[config.mk]
export PLATFORM = sky130hd
export DESIGN_NAME = lsh_cfg_regs
export DESIGN_NICKNAME = d
export VERILOG_FILES = /design/src/rtl/core/lsh_pkg.sv /design/src/rtl/core/lsh_cfg_regs.sv
export SDC_FILE = /design/constraint.sdc
export NUM_CORES = 1
export LEC_CHECK = 0
export BUFFER_PORTS_ARGS = -buffer_cell sky130_fd_sc_hd__clkbuf_2
export CAP_MARGIN = 30
export CORE_MARGIN = 5
export CORE_UTILIZATION = 35
export CTS_BUF_LIST = sky130_fd_sc_hd__clkbuf_4
export DETAILED_ROUTE_END_ITERATION = 10
export PLACE_DENSITY = 0.58
export SYNTH_ARGS = -nofsm -noshare
export SYNTH_HDL_FRONTEND = slang
export SYNTH_SLANG_ARGS = --single-unit
export TNS_END_PERCENT = 10
[constraint.sdc]
create_clock -name clk -period 4.4 [get_ports clk]
set_clock_uncertainty 0.05 [all_clocks]
set_input_delay 0.88 -clock clk [delete_from_list [all_inputs] [get_ports clk]]
set_output_delay 0.88 -clock clk [all_outputs]
set_load 0.02 [all_outputs]
[src/rtl/core/lsh_pkg.sv]
// Shared types, constants and the sharpen kernel for the Laplacian sharpen block.
package lsh_pkg;

    localparam int MAX_WIDTH  = 2048;
    localparam int MAX_HEIGHT = 2048;
    localparam int LINE_AW    = $clog2(MAX_WIDTH);

    localparam int DIM_W      = 12;     // geometry register width
    localparam int POS_W      = 11;     // row / column position width
    localparam int CH_W       = 8;
    localparam int NUM_CH     = 3;
    localparam int PIX_W      = CH_W * NUM_CH;
    localparam int CFG_IDX_W  = 2;
    localparam int CFG_DATA_W = 24;
    localparam int IN_DATA_W  = 24;
    localparam int OUT_DATA_W = 48;

    localparam logic [DIM_W-1:0] MIN_DIM      = DIM_W'(3);
    localparam logic [DIM_W-1:0] MAX_DIM_W    = DIM_W'(MAX_WIDTH);
    localparam logic [DIM_W-1:0] MAX_DIM_H    = DIM_W'(MAX_HEIGHT);
    localparam logic [DIM_W-1:0] WIDTH_RST    = DIM_W'(640);
    localparam logic [DIM_W-1:0] HEIGHT_RST   = DIM_W'(480);
    localparam logic [PIX_W-1:0] EDGE_RST     = 24'hFF0000;
    localparam logic [PIX_W-1:0] LEFT_RST     = 24'h00FF00;

    localparam logic signed [11:0] KERNEL_GAIN = 12'sd5;
    localparam logic signed [11:0] CH_MAX      = 12'sd255;

    typedef enum logic [CFG_IDX_W-1:0] {
        REG_IMAGE_WIDTH  = 2'd0,
        REG_IMAGE_HEIGHT = 2'd1,
        REG_EDGE_COLOR   = 2'd2,
        REG_LEFT_COLOR   = 2'd3
    } cfg_reg_t;

    // effective (clamped) geometry and border colors
    typedef struct packed {
        logic [DIM_W-1:0] width;
        logic [DIM_W-1:0] height;
        logic [PIX_W-1:0] edge_color;
        logic [PIX_W-1:0] left_color;
    } cfg_t;

    // accepted pixel with its position and border decisions
    typedef struct packed {
        logic [PIX_W-1:0] pix;
        logic [POS_W-1:0] row;
        logic [POS_W-1:0] col;
        logic             has_prev;   // pixel above is completed now
        logic             prev_left;  // column zero
        logic             prev_edge;  // first row or last column above
        logic             has_last;   // this is the last row
    } s1_item_t;

    // line store read data for the accepted pixel's column
    typedef struct packed {
        logic [PIX_W-1:0] mid;
        logic [PIX_W-1:0] right;
        logic [PIX_W-1:0] up;
    } lines_t;

    typedef struct packed {
        logic [POS_W-1:0] row;
        logic [POS_W-1:0] col;
        logic [PIX_W-1:0] pix;
    } res_item_t;

    function automatic logic [PIX_W-1:0] sharpen_px(
        input logic [PIX_W-1:0] ctr,
        input logic [PIX_W-1:0] lf,
        input logic [PIX_W-1:0] rt,
        input logic [PIX_W-1:0] up,
        input logic [PIX_W-1:0] dn
    );
        logic signed [11:0] v;
        logic [PIX_W-1:0]   res;
        res = '0;
        for (int k = 0; k < NUM_CH; k++) begin
            v = $signed({4'b0, ctr[CH_W*k +: CH_W]}) * KERNEL_GAIN
              - $signed({4'b0, lf[CH_W*k +: CH_W]})
              - $signed({4'b0, rt[CH_W*k +: CH_W]})
              - $signed({4'b0, up[CH_W*k +: CH_W]})
              - $signed({4'b0, dn[CH_W*k +: CH_W]});
            if (v < 12'sd0) begin
                res[CH_W*k +: CH_W] = '0;
            end
            else if (v > CH_MAX) begin
                res[CH_W*k +: CH_W] = '1;
            end
            else begin
                res[CH_W*k +: CH_W] = v[CH_W-1:0];
            end
        end
        return res;
    endfunction

endpackage

[src/rtl/core/lsh_cfg_regs.sv]
// Configuration register file with clamped geometry outputs.
module lsh_cfg_regs (
    input  logic                             clk,
    input  logic                             rst_n,
    input  logic                             cfg_valid,
    output logic                             cfg_ready,
    input  logic [lsh_pkg::CFG_IDX_W-1:0]    cfg_index,
    input  logic [lsh_pkg::CFG_DATA_W-1:0]   cfg_data,
    output lsh_pkg::cfg_t                    cfg
);

    logic [lsh_pkg::DIM_W-1:0] width_reg,  width_next;
    logic [lsh_pkg::DIM_W-1:0] height_reg, height_next;
    logic [lsh_pkg::PIX_W-1:0] edge_reg,   edge_next;
    logic [lsh_pkg::PIX_W-1:0] left_reg,   left_next;

    assign cfg_ready = 1'b1;

    always_comb
    begin
        width_next  = width_reg;
        height_next = height_reg;
        edge_next   = edge_reg;
        left_next   = left_reg;
        if (cfg_valid) begin
            case (lsh_pkg::cfg_reg_t'(cfg_index))
                lsh_pkg::REG_IMAGE_WIDTH:  width_next  = cfg_data[lsh_pkg::DIM_W-1:0];
                lsh_pkg::REG_IMAGE_HEIGHT: height_next = cfg_data[lsh_pkg::DIM_W-1:0];
                lsh_pkg::REG_EDGE_COLOR:   edge_next   = cfg_data[lsh_pkg::PIX_W-1:0];
                lsh_pkg::REG_LEFT_COLOR:   left_next   = cfg_data[lsh_pkg::PIX_W-1:0];
                default:                   width_next  = width_reg;
            endcase
        end
    end

    always_ff @(posedge clk or negedge rst_n)
    begin
        if (!rst_n) begin
            width_reg  <= lsh_pkg::WIDTH_RST;
            height_reg <= lsh_pkg::HEIGHT_RST;
            edge_reg   <= lsh_pkg::EDGE_RST;
            left_reg   <= lsh_pkg::LEFT_RST;
        end
        else begin
            width_reg  <= width_next;
            height_reg <= height_next;
            edge_reg   <= edge_next;
            left_reg   <= left_next;
        end
    end

    always_comb
    begin
        if (width_reg < lsh_pkg::MIN_DIM) begin
            cfg.width = lsh_pkg::MIN_DIM;
        end
        else if (width_reg > lsh_pkg::MAX_DIM_W) begin
            cfg.width = lsh_pkg::MAX_DIM_W;
        end
        else begin
            cfg.width = width_reg;
        end
        if (height_reg < lsh_pkg::MIN_DIM) begin
            cfg.height = lsh_pkg::MIN_DIM;
        end
        else if (height_reg > lsh_pkg::MAX_DIM_H) begin
            cfg.height = lsh_pkg::MAX_DIM_H;
        end
        else begin
            cfg.height = height_reg;
        end
        cfg.edge_color = edge_reg;
        cfg.left_color = left_reg;
    end

endmodule

==> impl_results.md <==
* Critical Path Sink: cfg[48]
* Gate count after technology mapping at between 150 and 200
* Max layer used: met4
* DRT iter0 DRCs at 37
* Congestion Overflow GR at 0
* FP Rows at 33
* Static leakage at ~1.7 nW
* H-tree depth at 3
* RSZ-0062 raised after global routing: false
* Initial Util at 35.8%
* Final instance area at 3640 um2
* Critical path launch point: height_reg[11]
* Max IR drop VDD at roughly 230 uV
* Hold slack at 0.461 ns
* Number of top-level pins at roughly 100
* Crit Path Max Fanout at 14
* P per Cell Area at between 400 and 500 nW/um2
* DRC at 0
* Post-route minimum period at between 3 and 4 ns
* Diode count at 0
* Cell area after synthesis at just under 3000 um2
* First-pass GRT wire length at about 11,000 um
* Slew Limit Headroom at between 30% and 40%
* Nets at 321
* R2R Path End: width_reg[11]
* Post-CTS Resized at 0
* Leading cell types in the layout, fill and taps excluded: clkbuf_2 (99), mux2_2 (71), dfrtp_1 (50)
* Remaining antenna violation count at 0
* Setup TNS at 0 ns
* Setup bufs post-CTS at 0
* Status: finished, final reports clean
* Clock sinks at 72
* Via density at 4.73
* CP endpoint kind: output port
* CTS buffer count at 9
* Sequential area share after synthesis at slightly above 60%
* Core box area at a little over 8000 um2
* Avg Cell Area, Syn at between 15 and 20 um2
* Die width at 102 um
* Min-Delay Path Class: register to register
* Cts hold-fix bufs at 0
* Fillers at between 700 and 800
* Via count at roughly 1,900
* Clk root buf: clkbuf_4
* Clk_lat worst skew at approximately 0.38 ns
* R2R Setup Slk at about 3.4 ns
* Yosys reg bits at 72
* Port bufs at 100
* WL met2 at 3070 um
* Detailed-route wire length at around 6700 um
* Post-DP HPWL at about 4800 um
* Share of cells above drive strength 1 at between 70% and 80%
* Worst EP required at ~3.5 ns
* Synth cell types at 16
* Syn_nets at 219
* Layout Area Growth over Synthesis at 23.9%
* Final Cycle Share at ~69%
* Drt pass-1 iters at 3
* Worst R2R Start: width_reg[11]
* Max Clock Freq at between 0.3 and 0.4 GHz
* CTS Buffer Depth at 2
* R2r worst-path depth at 1
* Commonest non-fill, non-tap cell in the layout: clkbuf_2
* Met3 Routed Length at ~600 um
* Chip height at between 100 and 150 um
* DR WL/cell at approximately 17 um
* Worst EP arrival at 2.09 ns
* Overall power at around 1.7 mW
* Count of final max-slew check failures at 0
* Final RePlAce weighted congestion at between 0.7 and 0.8
* Largest net degree at the start of global routing at 73
* Initial antenna violation count at 0
* GRT Util Overall at 13.8%
* Worst-margin pin slew at roughly 0.95 ns
* Vias in the first global route at a little over 2,000
* Setup-failing EPs final at 0
* Post-layout util at 44.3%
* Ys Warns at 0
* Clock transition at path regs at 0.11 ns
* CTS tree: built
* DP Area at ~3500 um2
* Hold Path Cell Cnt at 1
* Die Area at between 10,000 and 15,000 um2
* WL met1 at between 2000 and 3000 um
* Setup crit start kind: register
* Setup CP Type: register to output port
* Hold Fails Final Rpt at 0
* Max Cap Violations at 0
## worst max-delay path, cell delays in order, from the launching register on
cell and delay [ns]:
dfrtp_1 0.53, or4_4 0.57, o41ai_1 0.37, clkbuf_2 0.24
## cell families (layout without fill, tap and decap cells)
| logic type | after synthesis | count (layout) | synth area share [%] |
|---|---|---|---|
| AND/OR/NAND/NOR | 30 | 30 | 7.07 |
| flip-flops | 72 | 72 | 62.2 |
| buffers and inverters | 11 | 118 | 1.79 |
| multiplexers | 72 | 72 | 27.6 |
| other | 1 | 1 | 0.128 |
| AO/OA/AOI/OAI | 4 | 4 | 1.19 |
## stage by stage
| stage | std cells | setup slack (ns) |
|---|---|---|
| after floorplan | 190 | 1.77 |
| after global placement | 386 | 1.88 |
| after detailed placement | 386 | 1.81 |
| after CTS | 402 | 1.36 |
| after global routing | 402 | 1.24 |
| final | 402 | 1.38 |
## worst min-delay path by stage
stage	start	endpoint	slack, ns
2_1_floorplan	height_reg[0]	height_reg[0]	0.43
3_3_place_gp	edge_reg[5]	edge_reg[5]	0.43
3_5_place_dp	edge_reg[5]	edge_reg[5]	0.44
4_1_cts	edge_reg[5]	edge_reg[5]	0.47
5_1_grt	left_reg[3]	left_reg[3]	0.49
6_report	edge_reg[5]	edge_reg[5]	0.46
## per-layer routing
metal / GRT usage (%) / vias up
met3: 5.99 / 5
met2: 21.3 / 79
met5: 0 / -
li1: - / 878
met4: 3.68 / 0
met1: 17.8 / 940
## Yosys cell counts
cell / number / area share [%]
or4_1: 2 / 0.51
buf_2: 6 / 1.0
clkbuf_1: 4 / 0.51
nand2b_1: 4 / 0.85
buf_4: 1 / 0.26
conb_1: 1 / 0.13
nand3b_1: 2 / 0.51
dfstp_2: 22 / 20
o41ai_1: 4 / 1.2
mux2_2: 71 / 27
dfrtp_1: 50 / 43
mux2_1: 1 / 0.38
nor3b_2: 1 / 0.43
nor2b_1: 18 / 3.8
nand3_1: 1 / 0.17
or4_4: 2 / 0.77
## area by class of cell
cell class                      count  area, um2  area share, %
Multi-Input combinational cell    107       1060           29.0
Timing Repair Buffer              102        518           14.2
Clock buffer                       11       82.6           2.27
Sequential cell                    72       1830           50.2
Tap cell                          105        131           3.61
Clock inverter                      5       23.8          0.653
## report_power, final
group	switching (mW)	internal (mW)	total [mW]
clock network	0.217	0.124	0.341
registers	0.0851	0.814	0.900
logic	0.295	0.214	0.509
total	0.597	1.15	1.75
Note: power is estimated with default switching activity, not from simulation.
