`src/rtl/core/lsh_pkg.sv`:
```
// Shared types, constants and the sharpen kernel for the Laplacian sharpen block.
package lsh_pkg;

    localparam int MAX_WIDTH  = 2048;
    localparam int MAX_HEIGHT = 2048;
    localparam int LINE_AW    = $clog2(MAX_WIDTH);

    localparam int DIM_W      = 12;     // geometry register width
    localparam int POS_W      = 11;     // row / column position width
    localparam int CH_W       = 8;
    localparam int NUM_CH     = 3;
    localparam int PIX_W      = CH_W * NUM_CH;
    localparam int CFG_IDX_W  = 2;
    localparam int CFG_DATA_W = 24;
    localparam int IN_DATA_W  = 24;
    localparam int OUT_DATA_W = 48;

    localparam logic [DIM_W-1:0] MIN_DIM      = DIM_W'(3);
    localparam logic [DIM_W-1:0] MAX_DIM_W    = DIM_W'(MAX_WIDTH);
    localparam logic [DIM_W-1:0] MAX_DIM_H    = DIM_W'(MAX_HEIGHT);
    localparam logic [DIM_W-1:0] WIDTH_RST    = DIM_W'(640);
    localparam logic [DIM_W-1:0] HEIGHT_RST   = DIM_W'(480);
    localparam logic [PIX_W-1:0] EDGE_RST     = 24'hFF0000;
    localparam logic [PIX_W-1:0] LEFT_RST     = 24'h00FF00;

    localparam logic signed [11:0] KERNEL_GAIN = 12'sd5;
    localparam logic signed [11:0] CH_MAX      = 12'sd255;

    typedef enum logic [CFG_IDX_W-1:0] {
        REG_IMAGE_WIDTH  = 2'd0,
        REG_IMAGE_HEIGHT = 2'd1,
        REG_EDGE_COLOR   = 2'd2,
        REG_LEFT_COLOR   = 2'd3
    } cfg_reg_t;

    // effective (clamped) geometry and border colors
    typedef struct packed {
        logic [DIM_W-1:0] width;
        logic [DIM_W-1:0] height;
        logic [PIX_W-1:0] edge_color;
        logic [PIX_W-1:0] left_color;
    } cfg_t;

    // accepted pixel with its position and border decisions
    typedef struct packed {
        logic [PIX_W-1:0] pix;
        logic [POS_W-1:0] row;
        logic [POS_W-1:0] col;
        logic             has_prev;   // pixel above is completed now
        logic             prev_left;  // column zero
        logic             prev_edge;  // first row or last column above
        logic             has_last;   // this is the last row
    } s1_item_t;

    // line store read data for the accepted pixel's column
    typedef struct packed {
        logic [PIX_W-1:0] mid;
        logic [PIX_W-1:0] right;
        logic [PIX_W-1:0] up;
    } lines_t;

    typedef struct packed {
        logic [POS_W-1:0] row;
        logic [POS_W-1:0] col;
        logic [PIX_W-1:0] pix;
    } res_item_t;

    function automatic logic [PIX_W-1:0] sharpen_px(
        input logic [PIX_W-1:0] ctr,
        input logic [PIX_W-1:0] lf,
        input logic [PIX_W-1:0] rt,
        input logic [PIX_W-1:0] up,
        input logic [PIX_W-1:0] dn
    );
        logic signed [11:0] v;
        logic [PIX_W-1:0]   res;
        res = '0;
        for (int k = 0; k < NUM_CH; k++) begin
            v = $signed({4'b0, ctr[CH_W*k +: CH_W]}) * KERNEL_GAIN
              - $signed({4'b0, lf[CH_W*k +: CH_W]})
              - $signed({4'b0, rt[CH_W*k +: CH_W]})
              - $signed({4'b0, up[CH_W*k +: CH_W]})
              - $signed({4'b0, dn[CH_W*k +: CH_W]});
            if (v < 12'sd0) begin
                res[CH_W*k +: CH_W] = '0;
            end
            else if (v > CH_MAX) begin
                res[CH_W*k +: CH_W] = '1;
            end
            else begin
                res[CH_W*k +: CH_W] = v[CH_W-1:0];
            end
        end
        return res;
    endfunction

endpackage

```
`src/rtl/core/lsh_result_q.sv`:
```
// Kernel evaluation and two-entry result register feeding the output stream.
module lsh_result_q (
    input  logic                              clk,
    input  logic                              rst_n,
    input  lsh_pkg::cfg_t                     cfg,
    input  logic                              s1_valid,
    input  lsh_pkg::s1_item_t                 s1,
    input  lsh_pkg::lines_t                   lines,
    input  logic [lsh_pkg::PIX_W-1:0]         left_px,
    output logic                              take,
    output logic                              out_valid,
    input  logic                              out_ready,
    output logic [lsh_pkg::OUT_DATA_W-1:0]    out_data,
    output logic                              out_last
);

    lsh_pkg::res_item_t q0_reg, q0_next;
    lsh_pkg::res_item_t q1_reg, q1_next;
    logic [1:0]         cnt_reg, cnt_next;

    lsh_pkg::res_item_t first_res;
    lsh_pkg::res_item_t second_res;
    logic [lsh_pkg::PIX_W-1:0] prev_px;
    logic [lsh_pkg::PIX_W-1:0] row_border;
    logic [1:0]         n_res;
    logic               out_hs;

    assign out_hs = out_valid && out_ready;
    // load only into an empty queue, or one being drained this cycle
    assign take   = s1_valid && ((cnt_reg == 2'd0) || ((cnt_reg == 2'd1) && out_hs));

    always_comb
    begin
        if (s1.prev_left) begin
            prev_px = cfg.left_color;
        end
        else if (s1.prev_edge) begin
            prev_px = cfg.edge_color;
        end
        else begin
            prev_px = lsh_pkg::sharpen_px(lines.mid, left_px, lines.right, lines.up, s1.pix);
        end
        row_border = s1.prev_left ? cfg.left_color : cfg.edge_color;

        second_res.row = s1.row;
        second_res.col = s1.col;
        second_res.pix = row_border;
        if (s1.has_prev) begin
            first_res.row = s1.row - lsh_pkg::POS_W'(1);
            first_res.col = s1.col;
            first_res.pix = prev_px;
        end
        else begin
            first_res = second_res;
        end
        n_res = {1'b0, s1.has_prev} + {1'b0, s1.has_last};
    end

    always_comb
    begin
        q0_next  = q0_reg;
        q1_next  = q1_reg;
        cnt_next = cnt_reg;
        if (take) begin
            q0_next  = first_res;
            q1_next  = second_res;
            cnt_next = n_res;
        end
        else if (out_hs) begin
            q0_next  = q1_reg;
            cnt_next = cnt_reg - 2'd1;
        end
    end

    always_ff @(posedge clk or negedge rst_n)
    begin
        if (!rst_n) begin
            cnt_reg <= '0;
        end
        else begin
            cnt_reg <= cnt_next;
        end
    end

    always_ff @(posedge clk)
    begin
        q0_reg <= q0_next;
        q1_reg <= q1_next;
    end

    assign out_valid = (cnt_reg != 2'd0);
    assign out_last  = (cnt_reg == 2'd1);
    assign out_data  = {2'b00,
                        q0_reg.pix[23:16], q0_reg.pix[15:8], q0_reg.pix[7:0],
                        q0_reg.col, q0_reg.row};

    // a second result only ever comes with a pixel above it
    a_two_needs_prev: assert property (@(posedge clk) disable iff (!rst_n)
        take && (n_res == 2'd2) |-> s1.has_prev)
        else $error("two results without a completed pixel above");

endmodule

```
`config.mk`:
```
export PLATFORM = sky130hd
export DESIGN_NAME = lsh_result_q
export DESIGN_NICKNAME = d
export VERILOG_FILES = /design/src/rtl/core/lsh_pkg.sv /design/src/rtl/core/lsh_result_q.sv
export SDC_FILE = /design/constraint.sdc
export NUM_CORES = 1
export LEC_CHECK = 0
export ABC_CLOCK_PERIOD_IN_PS = 6200
export BUFFER_PORTS_ARGS = -buffer_cell sky130_fd_sc_hd__clkbuf_2
export CORE_MARGIN = 5
export CORE_UTILIZATION = 50
export CTS_CLUSTER_SIZE = 8
export DETAILED_ROUTE_END_ITERATION = 8
export MAX_ROUTING_LAYER = met4
export PLACE_DENSITY = 0.78
export SYNTH_ARGS = -nofsm -noshare
export SYNTH_HDL_FRONTEND = slang
export SYNTH_SLANG_ARGS = --single-unit
```
`constraint.sdc`:
```
create_clock -name clk -period 6.2 [get_ports clk]
set_input_delay 0.93 -clock clk [delete_from_list [all_inputs] [get_ports clk]]
set_output_delay 0.93 -clock clk [all_outputs]
set_load 0.02 [all_outputs]
```
==> metrics.txt, run 1 <==
status=completed; Starting DRT DRC Count=402; Starting Density=51.1%; drc violations=0; via count=7432; Synth Area in Adders=29.5%; share of cells above drive strength 1=between 20 and 30%; simple logic cell fraction of the synthesized area=9.93%; max-slew violation count=0; Area Growth Syn to Fin=19.3%; Worst-path clk slew=0.07 ns; Sw Share=46.3%; H-Tree Level Count=3; Comb pwr share=about two thirds; clock share of power=11.5%; Crit. End Element=register; Worst EP required=roughly 6.3 ns; Yosys top cell area share=between 30% and 40%; largest net degree at the start of global routing=63; Filler Cells Inserted=1508; Final Skew=roughly 0.0049 ns; Post-Place Worst Slack=0.856 ns; Die Height=146 um; first-pass GRT wire length=36400 um; warnings from Yosys=0; slowest cell delay on critical path=roughly 0.53 ns; Pint=2.51 mW; pwr dens=425 nW/um^2; number of failing hold endpoints at the final stage=0; largest family of logic cells by synthesized area=adder cells; total grt overflow=0; crit path max fanout=7; Crit-path slowest cell=fa_1; multiplexer area fraction after synthesis=between 3 and 4%; Setup Buffers After CTS=0; Cells after Synth=908; Vias/cell=around 5.4; initial antenna violation count=1; count of cell types in the netlist=71; Post-Syn Area=9210 um^2; TritonCTS clock tree=done; maximum clock path buffer count=2; fin nets=1535; Post-CTS Resized=0; CP top delay family=adder cells; CTS Buf Count=9; unrepaired setup endpoints after global routing=false; Worst Setup Start Kind=input pin; Worst-Skew Late Latency=0.33 ns; HP Class=input pin to async pin; xor/xnor share of the synthesized area=2.00%; # IOs=273; # Max-Cap Violations=0; relative slew slack=46.0%; critical path class=input pin to register; # setup viols final=0; overall routed net length=22300 um; drt first pass iters=8; Synth Flop Type=edfxtp_1; sequential fraction of the synthesis area=a little under a third; Port Buffer Count=246; Avg Cell Area, Syn=10.1 um^2; sequential share of power=21.2%; top cell type by total area after synthesis=edfxtp_1; CP most frequent cell=inv_1; die area=21200 um^2; worst path bufs/invs=7; FF+latch count, synth=94; Min Hold Slack=0.380 ns; cells along the critical path=clkbuf_2, inv_1, fa_1, inv_1, fa_1, inv_1, ha_1, inv_1, fa_1, inv_1, ha_1, inv_1, fa_1, nor2b_1, o31ai_1, a21oi_1, o2111ai_1, nor3_1, o22ai_1; cts hold-fix bufs=0; Peak VDD IR=0.238 mV; gr usage total=21.3%; Routed Antenna Nets=0; fin worst setup slack=1.19 ns; hpwl dp=about 18000 um; vias in the first global route=between 7000 and 8000; CTS Root Buffer Type=clkbuf_16; Setup TNS=0 ns; Post-synth ARST share=2.13%; Pleak=5.39 nW; Least-Margin Pin Slew=0.810 ns; Tmin final=5.01 ns; RD Place Congestion=0.863; CTS sink count=94; final worst-path cycle share=80.8%; P_sw=about 2.2 mW; Compound-Gate Fraction of Synth Area=15.0%; Core ar.=roughly 18000 um^2; Die Width=146 um; crit path DAT=5.08 ns; row cnt=49; Synth area leaders=edfxtp_1 (30%), fa_1 (20%), ha_1 (9.9%); EDFF count, synth=92; fmax=200 MHz; wire per inst=16.1 um
[kinds of logic (layout without fill, tap and decap cells)]
kind of cell	Yosys count	count (layout)
XOR/XNOR	21	21
multiplexers	25	25
AO/OA/AOI/OAI	180	180
buffers and inverters	240	486
flip-flops	94	94
AND/OR/NAND/NOR	184	184
adder cells (fa/ha/maj)	163	163
other	1	3
[Yosys cell counts, types with 13 or more instances]
library cell and number:
fa_1 90, nand2_1 59, a21oi_1 18, a221o_1 15
edfxtp_1 92, nor3_1 16, inv_1 218, nor2_1 47
mux2_2 24, ha_1 73, clkbuf_1 15, o21ai_0 41
xnor2_1 13
[through the flow]
step / cell area (um^2) / power [mW] / std cells / utilization, %
5_1_grt: 11000 / 5.11 / 1385 / 60.9
3_5_place_dp: 10700 / 4.14 / 1368 / 59.3
6_report: 11000 / 4.67 / 1385 / 60.9
3_3_place_gp: 10700 / 4.05 / 1368 / 59.3
4_1_cts: 11000 / 4.69 / 1384 / 60.9
2_1_floorplan: 9210 / 3.42 / 909 / -
[cell usage in the layout, fill, tap and decap left out, types with 13 or more instances in the layout]
cell type,Yosys,routed
a21oi_1,18,17
a221o_1,15,15
clkbuf_2,0,246
edfxtp_1,92,92
fa_1,90,90
ha_1,73,73
inv_1,218,217
mux2_2,24,24
nand2_1,59,58
nor2_1,47,47
nor3_1,16,16
o21ai_0,41,41
xnor2_1,13,13
[power groups by stage]
stage | clock network (mW) | logic (mW) | registers (mW)
2_1_floorplan | 0 | 2.29 | 1.13
3_3_place_gp | 0 | 3.05 | 0.999
3_5_place_dp | 0 | 3.14 | 1.01
4_1_cts | 0.546 | 3.15 | 0.994
5_1_grt | 0.571 | 3.53 | 1.01
6_report | 0.535 | 3.14 | 0.993
[area by class of cell]
type,count,area (um^2),share of cell area (%)
multi-input combinational,575,5490,50.0
sequential,94,2810,25.6
timing repair buffer,252,1280,11.6
inverter,218,818,7.45
tap,229,287,2.61
clock buffer,11,253,2.30
clock inverter,5,41.3,0.376
antenna,1,2.50,0.0228
[routing by layer]
layer	global-route usage, %	up-vias	wire (um)
met3	3.92	33	1620
met1	25.7	3549	8910
li1	-	3570	-
met2	36.5	280	11400
met5	-	-	0
met4	6.25	0	422
[final timing paths]
kind / from / endpoint / depth (start not counted) / slack [ns]
min in group clk: q1_reg[34] / out_data[21] / 2 / 0.52
hold / removal: rst_n / cnt_reg[0] / 1 / 0.38
setup reg to reg: cnt_reg[0] / out_data[33] / 10 / 3.08
max in group asynchronous: rst_n / cnt_reg[1] / 1 / 5.71
hold reg to reg: q1_reg[34] / out_data[21] / 2 / 0.52
setup / recovery: lines[17] / out_data[44] / 19 / 1.19
Power figures use the tool's default switching activity.
==> inputs of run 2 (changes only) <==
ABC_CLOCK_PERIOD_IN_PS = 4840   (was 6200)
clock period = 4.84 ns   (was 6.2 ns; I/O delays follow)
==> run 2 against run 1 <==
Against the previous run:
- worst hold slack worse by 0.22 ns
- power grew 50%
- sequential power is 28% higher
- highest routed layer unchanged
- sequential share of layout area decreased by 1.2 points
- combinational power is 61% higher
- via count grew 3.6%
- critical endpoint is now out_data[24]
- flip-flop and latch count stayed put
- first-iteration DRC count fell by 2.2%
==> metrics.txt, run 2 (synthesis gave the netlist of run 1 again) <==
status=completed; share of cells above drive strength 1=32.3% (+4.7 points); HP Class=input pin to async pin; relative slew slack=47.0% (+1.0 points); Worst Setup EP=out_data[24]; fmax=208 MHz; row cnt=49 (unchanged); cells along the critical path=clkbuf_2, inv_1, fa_1, inv_1, fa_1, fa_1, fa_1, inv_1, ha_1, or4_4, o21ai_4, a221oi_4, buf_4, buf_4, nor4b_2, o31ai_1; CP most frequent cell=fa_1; total grt overflow=0 (unchanged); pwr dens=607 nW/um^2 (+43%); Port Buffer Count=246 (unchanged); crit path DAT=4.88 ns (-0.20 ns); FF-to-FF path depth=8 (-2); Starting Density=51.1% (unchanged); number of failing hold endpoints at the final stage=0 (unchanged); Worst EP required=4.91 ns (-1.36 ns); die area=21200 um^2 (unchanged); Comb pwr share=72.3% (+5.0 points); Worst-Skew Late Latency=0.34 ns (about the same); Sw Share=45.0% (-1.3 points); Starting DRT DRC Count=393 (-2.2%); FF-to-FF End=out_data[24]; CTS Buf Count=9 (unchanged); wire per inst=16.3 um (+0.78%); gr usage total=22.3% (+0.97 points); CTS Root Buffer Type=clkbuf_16; Die Width=146 um (unchanged); Pleak=5.70 nW (+5.9%); final worst-path cycle share=99.2%; maximum clock path buffer count=2 (unchanged); crit path from=lines[31]; Routed Antenna Nets=0 (unchanged); top sig layer=met4; sequential share of power=18.2% (-3.0 points); # setup viols final=0 (unchanged); drt first pass iters=7 (-1); Final Skew=0.00842 ns (+0.00347 ns); Crit. End Element=register; drc violations=0 (unchanged); cts hold-fix bufs=0 (unchanged); Filler Cells Inserted=1476 (-2.1%); via count=7699 (+3.6%); Die Height=146 um (unchanged); fin nets=1594 (+3.8%); Least-Margin Pin Slew=0.795 ns (-0.0151 ns); Tot Pwr=7.00 mW (+50%); largest net degree at the start of global routing=61 (-3.2%); Tmin final=4.80 ns; crit path max fanout=7 (unchanged); H-Tree Level Count=3 (unchanged); clock share of power=9.5% (-2.0 points); Peak VDD IR=0.349 mV (+47%); most frequent cells in the layout=clkbuf_2 (246), inv_1 (217), edfxtp_1 (92); Worst Setup Start Kind=input pin; Area Growth Syn to Fin=25.4%; Reg-to-Reg Start=cnt_reg[0]; Pint=3.85 mW (+54%); hpwl dp=19300 um (+6.1%); wl on met1=9410 um (+5.6%); TritonCTS clock tree=done; max-slew violation count=0 (unchanged); # IOs=273 (unchanged); routed wl met3=1430 um (-12%); Worst-path clk slew=0.07 ns (about the same); Vias/cell=5.33 (-0.71%); CTS sink count=94 (unchanged); R2R setup slack=2.09 ns (-0.99 ns); RD Place Congestion=0.868 (+0.59%); P_sw=3.15 mW (+46%); initial antenna violation count=1 (unchanged); most common cell after layout, fill and taps aside=clkbuf_2; Crit-path slowest cell=or4_4; slowest cell delay on critical path=0.57 ns (+0.04 ns); Core ar.=18000 um^2 (unchanged); first-pass GRT wire length=38000 um (+4.3%); vias in the first global route=7866 (+4.3%); critical path class=input pin to register; met2 WL=12200 um (+6.8%); Min Hold Slack=0.159 ns (-0.222 ns); overall routed net length=23500 um (+5.1%); # Max-Cap Violations=0 (unchanged)
==> run 2: how the worst min path moves through the flow <==
stage / from / slack, ns / depth (start not counted) / endpoint
after floorplan: rst_n / 0.43 / 0 / cnt_reg[0]
after global placement: q1_reg[30] / 0.49 / 2 / out_data[17]
after detailed placement: q1_reg[27] / 0.50 / 2 / out_data[14]
after CTS: rst_n / 0.14 / 1 / cnt_reg[0]
after global routing: rst_n / 0.15 / 1 / cnt_reg[0]
final: rst_n / 0.16 / 1 / cnt_reg[1]
==> run 2: worst max-delay path: cells and delay by family <==
family	cells	cell delay (ns)
compound gates	3	0.43
buf+inv	6	0.53
simple gates	2	0.89
fa+ha+maj	5	2.26
==> run 2: area by class of cell <==
| cell class | count | area [um^2] | share of cell area [%] |
|---|---|---|---|
| Clock buffer | 10 | 229 | 1.98 |
| Sequential cell | 94 | 2810 | 24.4 |
| Tap cell | 229 | 287 | 2.48 |
| Clock inverter | 6 | 46.3 | 0.401 |
| Timing Repair Buffer | 311 | 1720 | 14.9 |
| Antenna cell | 2 | 5.00 | 0.0434 |
| Multi-Input combinational cell | 575 | 5620 | 48.7 |
| Inverter | 218 | 818 | 7.09 |
==> run 2: layer usage <==
layer  vias to the layer above  track usage [%]
met3                        39             3.52
met2                       254             38.2
met5                         -                -
li1                       3686                -
met4                         0             6.06
met1                      3720             27.4
==> run 2: timing repair <==
action | CTS | global route
buffers inserted | 0 | 6
gates cloned | 0 | 0
pin swaps | 0 | 10
resized for setup | 1 | 19
setup endpoints to repair | 1 | 13
==> run 2: power by group through the flow <==
stage | clock network [mW] | logic [mW] | registers [mW]
after CTS | 0.681 | 4.64 | 1.28
after detailed placement | 0 | 4.59 | 1.29
after global placement | 0 | 4.46 | 1.28
after global routing | 0.708 | 5.59 | 1.29
after floorplan | 0 | 2.93 | 1.45
final | 0.666 | 5.06 | 1.27
==> run 2: per-stage QoR <==
| step | setup TNS [ns] | cell area [um^2] | utilization [%] | setup WS (ns) | std cells |
|---|---|---|---|---|---|
| after global routing | -0.302 | 11500 | 64.0 | -0.126 | 1445 |
| final | 0 | 11500 | 64.0 | 0.0367 | 1445 |
| after floorplan | 0 | 9210 | - | 0.0538 | 909 |
| after global placement | -1.71 | 11100 | 61.5 | -0.236 | 1421 |
| after detailed placement | -3.48 | 11100 | 61.5 | -0.392 | 1421 |
| after CTS | 0 | 11400 | 63.1 | 0.0312 | 1437 |
